==> config.mk <==
export PLATFORM = sky130hd
export DESIGN_NAME = diff_drive_mix_to_pwm
export DESIGN_NICKNAME = d
export VERILOG_FILES = /design/src/sv/ddm_pkg.sv /design/src/sv/ddm_front.sv /design/src/sv/ddm_fifo.sv /design/src/sv/ddm_div.sv /design/src/sv/ddm_duty.sv /design/src/sv/diff_drive_mix_to_pwm.sv
export SDC_FILE = /design/constraint.sdc
export NUM_CORES = 2
export LEC_CHECK = 0
export BUFFER_PORTS_ARGS = -buffer_cell sky130_fd_sc_hd__buf_4
export CELL_PAD_IN_SITES_DETAIL_PLACEMENT = 1
export CELL_PAD_IN_SITES_GLOBAL_PLACEMENT = 2
export CORE_UTILIZATION = 29
export CTS_CLUSTER_DIAMETER = 120
export DETAILED_ROUTE_END_ITERATION = 10
export PLACE_DENSITY_LB_ADDON = 0.12
export SYNTH_ARGS = -nofsm -noshare
export SYNTH_HDL_FRONTEND = slang
export SYNTH_SLANG_ARGS = --single-unit
==> constraint.sdc <==
create_clock -name clk -period 6.4 [get_ports clk]
set_input_delay 0.32 -clock clk [delete_from_list [all_inputs] [get_ports clk]]
set_output_delay 0.32 -clock clk [all_outputs]
set_load 0.03 [all_outputs]
==> src/sv/ddm_pkg.sv <==
// ----------------------------------------------------------------------------
// ddm_pkg
// Shared types, constants and duty tables for the differential drive mixer.
// ----------------------------------------------------------------------------
package ddm_pkg;

    localparam int IN_W          = 10;
    localparam int DUTY_W        = 10;
    localparam int STORED_POINTS = 5;
    localparam int IDX_W         = 3;
    localparam int FIFO_DEPTH    = 4;
    localparam int FIFO_AW       = 2;

    localparam logic LANE_RIGHT = 1'b0;
    localparam logic LANE_LEFT  = 1'b1;

    localparam logic [DUTY_W-1:0] RIGHT_TAB [STORED_POINTS] = '{
        10'd139, 10'd154, 10'd198, 10'd335, 10'd600
    };
    localparam logic [DUTY_W-1:0] LEFT_TAB [STORED_POINTS] = '{
        10'd187, 10'd194, 10'd235, 10'd390, 10'd750
    };

    // Classification of one item, carried from the front end to the back end.
    typedef struct packed {
        logic scaled;
        logic small_right;
        logic sign_r;
        logic sign_l;
    } ddm_ctl_t;

    typedef struct packed {
        logic neg_r;
        logic neg_l;
    } ddm_dir_t;

    typedef struct packed {
        logic a_valid;
        logic b_valid;
    } ddm_front_stat_t;

    // Table read with the index held to the stored entries.
    function automatic logic [DUTY_W-1:0] tab_at(input logic lane, input int idx);
        int k;
        k = idx;
        if (k > STORED_POINTS - 1)
        begin
            k = STORED_POINTS - 1;
        end
        if (k < 0)
        begin
            k = 0;
        end
        if (lane == LANE_LEFT)
        begin
            return LEFT_TAB[IDX_W'(k)];
        end
        return RIGHT_TAB[IDX_W'(k)];
    endfunction

endpackage

==> src/sv/ddm_front.sv <==
// ----------------------------------------------------------------------------
// ddm_front
// Forms the mixing products, then classifies each item as spin, plain or
// scaled and prepares the wheel magnitudes and the operands of the divider.
// ----------------------------------------------------------------------------
module ddm_front #(
    parameter int FRAC_BITS = 8,
    parameter int NW        = 21
) (
    input  logic                              clk,
    input  logic                              rst_n,
    input  logic                              in_valid,
    input  logic signed [ddm_pkg::IN_W-1:0]   turn,
    input  logic signed [ddm_pkg::IN_W-1:0]   forward,
    output ddm_pkg::ddm_front_stat_t          stat,
    output logic                              push,
    output ddm_pkg::ddm_ctl_t                 ctl,
    output logic [NW-1:0]                     num,
    output logic [NW-1:0]                     den,
    output logic [FRAC_BITS:0]                mag_r,
    output logic [FRAC_BITS:0]                mag_l
);

    localparam int PW  = NW + 1;
    localparam int W1  = NW - 9;
    localparam int F1  = FRAC_BITS + 1;
    localparam int ONE = 1 << FRAC_BITS;
    localparam int CW  = (NW > 2 * FRAC_BITS + 1) ? NW : 2 * FRAC_BITS + 1;
    localparam int TW  = (F1 > ddm_pkg::IN_W) ? F1 : ddm_pkg::IN_W;

    localparam logic signed [W1-1:0] ONE_S  = W1'(ONE);
    localparam logic [F1-1:0]        ONE_M  = F1'(ONE);
    localparam logic [CW-1:0]        ONE_SQ = CW'(1) << (2 * FRAC_BITS);

    // Stage A: products
    logic signed [W1-1:0] turn_x;
    logic signed [W1-1:0] dr;
    logic signed [W1-1:0] dl;
    logic signed [PW-1:0] pr_c;
    logic signed [PW-1:0] pl_c;

    logic                           va_reg;
    logic                           spin_a_reg;
    logic signed [ddm_pkg::IN_W-1:0] turn_a_reg;
    logic signed [PW-1:0]           pr_a_reg;
    logic signed [PW-1:0]           pl_a_reg;

    assign turn_x = W1'(turn);
    assign dr     = ONE_S - turn_x;
    assign dl     = ONE_S + turn_x;
    assign pr_c   = forward * dr;
    assign pl_c   = forward * dl;

    always_ff @(posedge clk or negedge rst_n)
    begin
        if (!rst_n)
        begin
            va_reg <= 1'b0;
        end
        else
        begin
            va_reg <= in_valid;
        end
    end

    always_ff @(posedge clk)
    begin
        if (in_valid)
        begin
            spin_a_reg <= (forward == '0);
            turn_a_reg <= turn;
            pr_a_reg   <= pr_c;
            pl_a_reg   <= pl_c;
        end
    end

    // Stage B: magnitudes and classification
    logic [NW-1:0]            ar;
    logic [NW-1:0]            al;
    logic [NW-1:0]            big;
    logic [ddm_pkg::IN_W-1:0] at;
    logic [F1-1:0]            spin_m;
    logic                     scaled;

    ddm_pkg::ddm_ctl_t  ctl_next;
    logic [F1-1:0]      mag_r_next;
    logic [F1-1:0]      mag_l_next;

    logic               vb_reg;
    ddm_pkg::ddm_ctl_t  ctl_reg;
    logic [NW-1:0]      num_reg;
    logic [NW-1:0]      den_reg;
    logic [F1-1:0]      mag_r_reg;
    logic [F1-1:0]      mag_l_reg;

    always_comb
    begin
        ar     = pr_a_reg[PW-1] ? NW'(-pr_a_reg) : NW'(pr_a_reg);
        al     = pl_a_reg[PW-1] ? NW'(-pl_a_reg) : NW'(pl_a_reg);
        big    = (ar > al) ? ar : al;
        at     = turn_a_reg[ddm_pkg::IN_W-1] ? ddm_pkg::IN_W'(-turn_a_reg)
                                             : ddm_pkg::IN_W'(turn_a_reg);
        spin_m = (TW'(at) > TW'(ONE_M)) ? ONE_M : F1'(at);
        scaled = !spin_a_reg && (CW'(big) > ONE_SQ);

        ctl_next.scaled      = scaled;
        ctl_next.small_right = (ar < al);
        if (spin_a_reg)
        begin
            ctl_next.sign_r = !turn_a_reg[ddm_pkg::IN_W-1] && (turn_a_reg != '0);
            ctl_next.sign_l = turn_a_reg[ddm_pkg::IN_W-1];
            mag_r_next      = spin_m;
            mag_l_next      = spin_m;
        end
        else
        begin
            ctl_next.sign_r = pr_a_reg[PW-1];
            ctl_next.sign_l = pl_a_reg[PW-1];
            mag_r_next      = F1'(ar >> FRAC_BITS);
            mag_l_next      = F1'(al >> FRAC_BITS);
            // When scaled, the larger wheel lands exactly on full speed and
            // the smaller one is filled in by the divider.
            if (scaled)
            begin
                mag_r_next = ONE_M;
                mag_l_next = ONE_M;
            end
        end
    end

    always_ff @(posedge clk or negedge rst_n)
    begin
        if (!rst_n)
        begin
            vb_reg <= 1'b0;
        end
        else
        begin
            vb_reg <= va_reg;
        end
    end

    always_ff @(posedge clk)
    begin
        if (va_reg)
        begin
            ctl_reg   <= ctl_next;
            num_reg   <= (ar < al) ? ar : al;
            den_reg   <= big;
            mag_r_reg <= mag_r_next;
            mag_l_reg <= mag_l_next;
        end
    end

    assign stat.a_valid = va_reg;
    assign stat.b_valid = vb_reg;
    assign push         = vb_reg;
    assign ctl          = ctl_reg;
    assign num          = num_reg;
    assign den          = den_reg;
    assign mag_r        = mag_r_reg;
    assign mag_l        = mag_l_reg;

endmodule

==> src/sv/ddm_fifo.sv <==
// ----------------------------------------------------------------------------
// ddm_fifo
// Short queue between the front end and the back end, with a registered
// read port.
// ----------------------------------------------------------------------------
module ddm_fifo #(
    parameter int WIDTH = 54
) (
    input  logic                       clk,
    input  logic                       rst_n,
    input  logic                       push,
    input  logic [WIDTH-1:0]           din,
    input  logic                       pop,
    output logic [WIDTH-1:0]           dout,
    output logic                       dout_valid,
    output logic [ddm_pkg::FIFO_AW:0]  count
);

    logic [WIDTH-1:0]            mem [ddm_pkg::FIFO_DEPTH];
    logic [ddm_pkg::FIFO_AW-1:0] wr_ptr_reg;
    logic [ddm_pkg::FIFO_AW-1:0] rd_ptr_reg;
    logic [ddm_pkg::FIFO_AW:0]   count_reg;
    logic [ddm_pkg::FIFO_AW:0]   count_next;
    logic [WIDTH-1:0]            dout_reg;
    logic                        dout_valid_reg;

    always_comb
    begin
        count_next = count_reg;
        if (push && !pop)
        begin
            count_next = count_reg + 1'b1;
        end
        else if (pop && !push)
        begin
            count_next = count_reg - 1'b1;
        end
    end

    always_ff @(posedge clk or negedge rst_n)
    begin
        if (!rst_n)
        begin
            wr_ptr_reg     <= '0;
            rd_ptr_reg     <= '0;
            count_reg      <= '0;
            dout_valid_reg <= 1'b0;
        end
        else
        begin
            if (push)
            begin
                wr_ptr_reg <= wr_ptr_reg + 1'b1;
            end
            if (pop)
            begin
                rd_ptr_reg <= rd_ptr_reg + 1'b1;
            end
            count_reg      <= count_next;
            dout_valid_reg <= pop;
        end
    end

    // The popped item is presented on the cycle after the pop.
    always_ff @(posedge clk)
    begin
        if (push)
        begin
            mem[wr_ptr_reg] <= din;
        end
        if (pop)
        begin
            dout_reg <= mem[rd_ptr_reg];
        end
    end

    assign dout       = dout_reg;
    assign dout_valid = dout_valid_reg;
    assign count      = count_reg;

endmodule

==> src/sv/ddm_div.sv <==
// ----------------------------------------------------------------------------
// ddm_div
// Pipelined restoring divider, one quotient bit a stage, giving the smaller
// wheel speed as a fraction of the larger one; resolves magnitudes and signs.
// ----------------------------------------------------------------------------
module ddm_div #(
    parameter int FRAC_BITS = 8,
    parameter int NW        = 21
) (
    input  logic               clk,
    input  logic               rst_n,
    input  logic               in_valid,
    input  ddm_pkg::ddm_ctl_t  ctl,
    input  logic [NW-1:0]      num,
    input  logic [NW-1:0]      den,
    input  logic [FRAC_BITS:0] mag_r,
    input  logic [FRAC_BITS:0] mag_l,
    output logic               out_valid,
    output ddm_pkg::ddm_dir_t  dir,
    output logic [FRAC_BITS:0] mag_r_out,
    output logic [FRAC_BITS:0] mag_l_out
);

    localparam int F1 = FRAC_BITS + 1;

    logic               v_reg   [0:FRAC_BITS];
    logic [NW-1:0]      rem_reg [0:FRAC_BITS];
    logic [NW-1:0]      den_reg [0:FRAC_BITS];
    logic [F1-1:0]      q_reg   [0:FRAC_BITS];
    ddm_pkg::ddm_ctl_t  ctl_reg [0:FRAC_BITS];
    logic [F1-1:0]      mr_reg  [0:FRAC_BITS];
    logic [F1-1:0]      ml_reg  [0:FRAC_BITS];

    logic [NW-1:0]      rem_next [0:FRAC_BITS];
    logic [F1-1:0]      q_next   [0:FRAC_BITS];

    // The first stage decides the integer bit (numerator never exceeds the
    // divisor); each later stage doubles the remainder and takes one bit.
    always_comb
    begin
        logic [NW:0] cand;
        logic [NW:0] dext;
        logic        ge;
        for (int k = 0; k <= FRAC_BITS; k++)
        begin
            if (k == 0)
            begin
                cand = {1'b0, num};
                dext = {1'b0, den};
            end
            else
            begin
                cand = {rem_reg[k-1], 1'b0};
                dext = {1'b0, den_reg[k-1]};
            end
            ge          = (cand >= dext);
            rem_next[k] = ge ? NW'(cand - dext) : NW'(cand);
            if (k == 0)
            begin
                q_next[k] = F1'(ge);
            end
            else
            begin
                q_next[k] = {q_reg[k-1][FRAC_BITS-1:0], ge};
            end
        end
    end

    always_ff @(posedge clk or negedge rst_n)
    begin
        if (!rst_n)
        begin
            for (int k = 0; k <= FRAC_BITS; k++)
            begin
                v_reg[k] <= 1'b0;
            end
        end
        else
        begin
            v_reg[0] <= in_valid;
            for (int k = 1; k <= FRAC_BITS; k++)
            begin
                v_reg[k] <= v_reg[k-1];
            end
        end
    end

    always_ff @(posedge clk)
    begin
        rem_reg[0] <= rem_next[0];
        q_reg[0]   <= q_next[0];
        den_reg[0] <= den;
        ctl_reg[0] <= ctl;
        mr_reg[0]  <= mag_r;
        ml_reg[0]  <= mag_l;
        for (int k = 1; k <= FRAC_BITS; k++)
        begin
            rem_reg[k] <= rem_next[k];
            q_reg[k]   <= q_next[k];
            den_reg[k] <= den_reg[k-1];
            ctl_reg[k] <= ctl_reg[k-1];
            mr_reg[k]  <= mr_reg[k-1];
            ml_reg[k]  <= ml_reg[k-1];
        end
    end

    logic [F1-1:0]     mr;
    logic [F1-1:0]     ml;
    ddm_pkg::ddm_ctl_t c;

    always_comb
    begin
        c  = ctl_reg[FRAC_BITS];
        mr = mr_reg[FRAC_BITS];
        ml = ml_reg[FRAC_BITS];
        if (c.scaled)
        begin
            if (c.small_right)
            begin
                mr = q_reg[FRAC_BITS];
            end
            else
            begin
                ml = q_reg[FRAC_BITS];
            end
        end
    end

    // A speed that truncates to zero counts as forward.
    assign dir.neg_r = c.sign_r && (mr != '0);
    assign dir.neg_l = c.sign_l && (ml != '0);
    assign mag_r_out = mr;
    assign mag_l_out = ml;
    assign out_valid = v_reg[FRAC_BITS];

endmodule

==> src/sv/ddm_duty.sv <==
// ----------------------------------------------------------------------------
// ddm_duty
// Maps each wheel magnitude to a PWM duty by linear interpolation between
// the points of that wheel's table, in three registered steps.
// ----------------------------------------------------------------------------
module ddm_duty #(
    parameter int FRAC_BITS    = 8,
    parameter int TABLE_POINTS = 5
) (
    input  logic                        clk,
    input  logic                        rst_n,
    input  logic                        in_valid,
    input  ddm_pkg::ddm_dir_t           dir,
    input  logic [FRAC_BITS:0]          mag_r,
    input  logic [FRAC_BITS:0]          mag_l,
    output logic                        out_valid,
    output ddm_pkg::ddm_dir_t           dir_out,
    output logic [ddm_pkg::DUTY_W-1:0]  right_duty,
    output logic [ddm_pkg::DUTY_W-1:0]  left_duty
);

    localparam int F1   = FRAC_BITS + 1;
    localparam int SEGW = $clog2(TABLE_POINTS);
    localparam int SW   = F1 + SEGW;
    localparam int DFW  = ddm_pkg::DUTY_W + 1;
    localparam int PRW  = DFW + FRAC_BITS + 1;
    localparam int SUMW = ddm_pkg::DUTY_W + 2;
    localparam int ONE  = 1 << FRAC_BITS;

    localparam logic signed [PRW-1:0] ROUND = PRW'(ONE - 1);

    logic [F1-1:0] mag_in [2];

    assign mag_in[0] = mag_r;
    assign mag_in[1] = mag_l;

    // Step 1: segment, fraction and the two table points
    logic [ddm_pkg::DUTY_W-1:0] base_next [2];
    logic signed [DFW-1:0]      diff_next [2];
    logic [FRAC_BITS-1:0]       frac_next [2];

    always_comb
    begin
        logic [SW-1:0]              s;
        logic [SEGW-1:0]            seg;
        logic [ddm_pkg::DUTY_W-1:0] upper;
        for (int l = 0; l < 2; l++)
        begin
            upper        = '0;
            s            = SW'(mag_in[l]) * SW'(TABLE_POINTS - 1);
            seg          = SEGW'(s >> FRAC_BITS);
            frac_next[l] = s[FRAC_BITS-1:0];
            if (int'(seg) >= TABLE_POINTS - 1)
            begin
                base_next[l] = ddm_pkg::tab_at(1'(l), TABLE_POINTS - 1);
                diff_next[l] = '0;
            end
            else
            begin
                base_next[l] = ddm_pkg::tab_at(1'(l), int'(seg));
                upper        = ddm_pkg::tab_at(1'(l), int'(seg) + 1);
                diff_next[l] = $signed({1'b0, upper}) - $signed({1'b0, base_next[l]});
            end
        end
    end

    logic                       v1_reg;
    ddm_pkg::ddm_dir_t          dir1_reg;
    logic [ddm_pkg::DUTY_W-1:0] base1_reg [2];
    logic signed [DFW-1:0]      diff1_reg [2];
    logic [FRAC_BITS-1:0]       frac1_reg [2];

    // Step 2: slope times fraction
    logic                       v2_reg;
    ddm_pkg::ddm_dir_t          dir2_reg;
    logic [ddm_pkg::DUTY_W-1:0] base2_reg [2];
    logic signed [PRW-1:0]      prod2_reg [2];

    // Step 3: truncating scale-down and sum
    logic [ddm_pkg::DUTY_W-1:0] duty_next [2];

    always_comb
    begin
        logic signed [PRW-1:0]  adj;
        logic signed [PRW-1:0]  quo;
        logic signed [SUMW-1:0] sum;
        for (int l = 0; l < 2; l++)
        begin
            // Bias negative products so the shift truncates toward zero.
            adj = prod2_reg[l] + ((prod2_reg[l] < 0) ? ROUND : PRW'(0));
            quo = adj >>> FRAC_BITS;
            sum = $signed({2'b00, base2_reg[l]}) + SUMW'(quo);
            duty_next[l] = (sum < 0) ? '0 : sum[ddm_pkg::DUTY_W-1:0];
        end
    end

    logic                       v3_reg;
    ddm_pkg::ddm_dir_t          dir3_reg;
    logic [ddm_pkg::DUTY_W-1:0] duty3_reg [2];

    always_ff @(posedge clk or negedge rst_n)
    begin
        if (!rst_n)
        begin
            v1_reg <= 1'b0;
            v2_reg <= 1'b0;
            v3_reg <= 1'b0;
        end
        else
        begin
            v1_reg <= in_valid;
            v2_reg <= v1_reg;
            v3_reg <= v2_reg;
        end
    end

    always_ff @(posedge clk)
    begin
        dir1_reg <= dir;
        dir2_reg <= dir1_reg;
        dir3_reg <= dir2_reg;
        for (int l = 0; l < 2; l++)
        begin
            base1_reg[l] <= base_next[l];
            diff1_reg[l] <= diff_next[l];
            frac1_reg[l] <= frac_next[l];
            base2_reg[l] <= base1_reg[l];
            prod2_reg[l] <= diff1_reg[l] * $signed({1'b0, frac1_reg[l]});
            duty3_reg[l] <= duty_next[l];
        end
    end

    assign out_valid  = v3_reg;
    assign dir_out    = dir3_reg;
    assign right_duty = duty3_reg[0];
    assign left_duty  = duty3_reg[1];

endmodule

==> src/sv/diff_drive_mix_to_pwm.sv <==
// ----------------------------------------------------------------------------
// diff_drive_mix_to_pwm
// Path: two front stages, the queue (a write, then a registered read),
// FRAC_BITS+1 divider stages and three table stages, after which done
// pulses. Throughput: one item per cycle while busy is low, through the
// one-bit-a-stage divider pipeline; results cannot be held off.
// Reset clears all valid bits and queue pointers at once; no clearing pass.
// ----------------------------------------------------------------------------
module diff_drive_mix_to_pwm #(
    parameter int FRAC_BITS    = 8,
    parameter int TABLE_POINTS = 5
) (
    input  logic                              clk,
    input  logic                              rst_n,
    input  logic                              start,
    output logic                              busy,
    input  logic signed [ddm_pkg::IN_W-1:0]   turn,
    input  logic signed [ddm_pkg::IN_W-1:0]   forward,
    output logic                              done,
    output logic [ddm_pkg::DUTY_W-1:0]        right_duty,
    output logic [ddm_pkg::DUTY_W-1:0]        left_duty,
    output logic                              right_backward,
    output logic                              left_backward
);

    localparam int W1   = ((FRAC_BITS > 9) ? FRAC_BITS : 9) + 3;
    localparam int NW   = W1 + 9;
    localparam int F1   = FRAC_BITS + 1;
    localparam int CTLW = $bits(ddm_pkg::ddm_ctl_t);
    localparam int EW   = CTLW + 2 * NW + 2 * F1;
    localparam int OCW  = ddm_pkg::FIFO_AW + 2;

    logic                       accept;
    ddm_pkg::ddm_front_stat_t   stat;
    logic                       push;
    ddm_pkg::ddm_ctl_t          f_ctl;
    logic [NW-1:0]              f_num;
    logic [NW-1:0]              f_den;
    logic [F1-1:0]              f_mag_r;
    logic [F1-1:0]              f_mag_l;

    logic [EW-1:0]              q_din;
    logic [EW-1:0]              q_dout;
    logic                       q_valid;
    logic [ddm_pkg::FIFO_AW:0]  q_count;
    logic                       pop;
    logic [OCW-1:0]             occupancy;

    ddm_pkg::ddm_ctl_t          b_ctl;
    logic [NW-1:0]              b_num;
    logic [NW-1:0]              b_den;
    logic [F1-1:0]              b_mag_r;
    logic [F1-1:0]              b_mag_l;

    logic                       d_valid;
    ddm_pkg::ddm_dir_t          d_dir;
    logic [F1-1:0]              d_mag_r;
    logic [F1-1:0]              d_mag_l;
    ddm_pkg::ddm_dir_t          o_dir;

    // Hold off new items when the queue could not absorb everything in flight.
    assign occupancy = OCW'(q_count) + OCW'(stat.a_valid) + OCW'(stat.b_valid);
    assign busy      = (occupancy >= OCW'(ddm_pkg::FIFO_DEPTH));
    assign accept    = start && !busy;

    ddm_front #(
        .FRAC_BITS (FRAC_BITS),
        .NW        (NW)
    ) u_front (
        .clk      (clk),
        .rst_n    (rst_n),
        .in_valid (accept),
        .turn     (turn),
        .forward  (forward),
        .stat     (stat),
        .push     (push),
        .ctl      (f_ctl),
        .num      (f_num),
        .den      (f_den),
        .mag_r    (f_mag_r),
        .mag_l    (f_mag_l)
    );

    assign q_din = {f_ctl, f_num, f_den, f_mag_r, f_mag_l};

    ddm_fifo #(
        .WIDTH (EW)
    ) u_fifo (
        .clk        (clk),
        .rst_n      (rst_n),
        .push       (push),
        .din        (q_din),
        .pop        (pop),
        .dout       (q_dout),
        .dout_valid (q_valid),
        .count      (q_count)
    );

    // The back end never stalls, so it takes an item whenever one waits.
    assign pop = (q_count != '0);
    assign {b_ctl, b_num, b_den, b_mag_r, b_mag_l} = q_dout;

    ddm_div #(
        .FRAC_BITS (FRAC_BITS),
        .NW        (NW)
    ) u_div (
        .clk       (clk),
        .rst_n     (rst_n),
        .in_valid  (q_valid),
        .ctl       (b_ctl),
        .num       (b_num),
        .den       (b_den),
        .mag_r     (b_mag_r),
        .mag_l     (b_mag_l),
        .out_valid (d_valid),
        .dir       (d_dir),
        .mag_r_out (d_mag_r),
        .mag_l_out (d_mag_l)
    );

    ddm_duty #(
        .FRAC_BITS    (FRAC_BITS),
        .TABLE_POINTS (TABLE_POINTS)
    ) u_duty (
        .clk        (clk),
        .rst_n      (rst_n),
        .in_valid   (d_valid),
        .dir        (d_dir),
        .mag_r      (d_mag_r),
        .mag_l      (d_mag_l),
        .out_valid  (done),
        .dir_out    (o_dir),
        .right_duty (right_duty),
        .left_duty  (left_duty)
    );

    assign right_backward = o_dir.neg_r;
    assign left_backward  = o_dir.neg_l;

endmodule

==> results.ini <==
[floorplan]
core_area_um2 = 200000
start_util = 0.292
die_w_um = 451
die_height_um = 451
rows = 164
io_pins = 47
die-area_um2 = 203000

[detailed_routing]
drt-vias-per-instance = 4.44
vias = 35700
avgRoutedWirePerCell_um = 17.4
drtIter0Drc = 1267
wl_met1_um = 61800
dr_wl_met2_um = 71700
drc = 4
top_layer = met4
wl_met3_um = 3160
ant_nets = 0
firstDrtPassIters = 11
drt_wl_total_um = 140000

[worst_setup_path]
worstPathMaxFanout = 4
slowest_stage = fa_1
cp.arrival_ns = 6.56
required_ns = 6.92
slowest_delay_ns = 0.55
critPathLaunchType = input pin
endpoint_kind = flip-flop
crit_type = in2reg

[sta]
relSlewSlack = 0.305
finalClockSkew_ns = 0.0432
clock.fmax_ghz = 0.166
setup-violations-final = 0
maxSlewViolCount = 0
setup_tns_ns = 0
fin_ws_ns = 0.365
tightest_slew_ns = 1.04
hold_viol_final = 0
post-route-period-util = 0.943
min_period_ns = 6.04
rsz0062_at_grt = false
fin_hold_ws_ns = 0.179

[placement]
port-buffer-count = 46
dp_hpwl_um = 109000
gp_congestion = 0.772
pre_cts_slack_ns = -0.107

[cts]
clockBufferDepth = 3
h-tree-depth = 4
cts_root_buffer = clkbuf_16
cts.clk_slew.worst_paths_ns = 0.06
clock_latency_ns = 0.81
cts_sinks = 1159
tritoncts = yes
numCtsBuffers = 140

[cells_and_area]
final_util = 0.337
largest_register_ffs = 252
fill_cells = 21900
layout-drive-gt1-share = 0.105
final_nets = 6071
multiInputGateArea_um2 = 28100
ff_latch_area_um2 = 27600
area_delta_synth_final_pct = 15.3

[yosys]
synth-seq-cells = 1159
yosys_warnings = 0
yosys.area.top_type_share = 0.242
yosys.cell_types.count = 81
ys.flop_type = dfxtp_1
syn_area_um2 = 58500
yosys.area.top_type = dfxtp_1
synth_seq_area_share = 0.472
synthCells = 5081
syn_nets = 5882
ys_async_sr_fraction = 0.0190
avgSynthCellArea_um2 = 11.5
synth_commonest_cells = dfxtp_1, inv_1, ha_1
yosys-top-cells-area = dfxtp_1, edfxtp_1, ha_1
synth_most_common_cell = dfxtp_1
synth_edf_count = 430

[global_routing]
first_global_vias = 39500
overflow = 0
antenna_found_initial = 2
grt_pass1_wl_um = 225000
grt_max_degree = 63
grtUsageTotal = 0.141

[outcome]
violations = design-rule violations
outcome = finished with violations

[worst_hold_path]
hold_path_class = in2reg

[flow_run]
maxCapViolCount = 0

cell families (layout without fill, tap and decap cells):
| kind of cell | Yosys count | in the layout | synth area share |
|---|---|---|---|
| mux | 174 | 174 | 0.0451 |
| buf+inv | 750 | 1054 | 0.0485 |
| other cells | 1 | 3 | 0.0000641 |
| compound gates | 794 | 794 | 0.0864 |
| simple gates | 1114 | 1114 | 0.0966 |
| flops | 1159 | 1159 | 0.472 |
| fa+ha+maj | 778 | 778 | 0.204 |
| xor+xnor | 311 | 311 | 0.0468 |
cell type report:
cell class / instances / area share
tap: 2656 / 0.0493
clock inverter: 68 / 0.0130
inverter: 647 / 0.0360
sequential: 1159 / 0.410
multi-input combinational: 3172 / 0.417
clock buffer: 189 / 0.0578
timing repair buffer: 150 / 0.0172
antenna: 2 / 0.0000742
through the flow:
step | instances | area, um2
after floorplan | 5081 | 58500
after global placement | 7769 | 62500
after detailed placement | 7769 | 62500
after CTS | 8039 | 67400
after global routing | 8042 | 67400
final | 8043 | 67400
cells in the final DEF (no fill, tap or decap), drive strengths merged, types with 31 or more instances in the layout:
cell and count:
o31ai 31, edfxtp 430, nand3 47, a21oi 234, o21a 50, nand2b 49, ha 485, and2 240
inv 656, buf 137, fa 293, nor3 56, o21ai 178, a21o 83, nand4 38, nand2 293
clkinv 40, mux2 84, nor2 224, xnor2 199, xor2 111, nor2b 40, mux4 63, dfxtp 707
clkbuf 189
critical path: cells and delay by family:
family,cells,cell delay (ns)
compound gates,4,0.64
buf+inv,9,1.26
xor+xnor,2,0.28
simple gates,5,0.99
fa+ha+maj,7,3.07
path summary, 6_finish.rpt:
path                                         to                  from  depth (start not counted)  slack (ns)
setup reg to reg               u_front.mag_r[1]  u_front.pr_a_reg[10]                         14        0.83
min in group asynchronous  u_fifo.wr_ptr_reg[1]                 rst_n                          3        0.79
setup / recovery           u_front.pr_a_reg[20]               turn[0]                         27        0.36
hold reg to reg              u_div.q_reg[0][60]    u_div.q_reg[0][50]                          0        0.32
max in group asynchronous  u_fifo.rd_ptr_reg[0]                 rst_n                          3        4.91
hold / removal               u_front.spin_a_reg            forward[1]                          2        0.18
routing by layer:
metal / track usage / up-vias
met5: 0 / -
met4: 0.0440 / 0
met3: 0.0204 / 197
met2: 0.255 / 299
met1: 0.170 / 17600
li1: - / 17700
repair_timing:
| item | CTS | global route |
|---|---|---|
| gates resized for setup | 0 | 2 |
| buffers inserted | 0 | 2 |
| hold buffers | 13 | 0 |
| endpoints found under the hold margin | 33 | 0 |
| endpoints found under the setup margin | 0 | 2 |
Power is not shown: default switching activity piles up to over one toggle a cycle in this logic, so the estimate is an artifact.
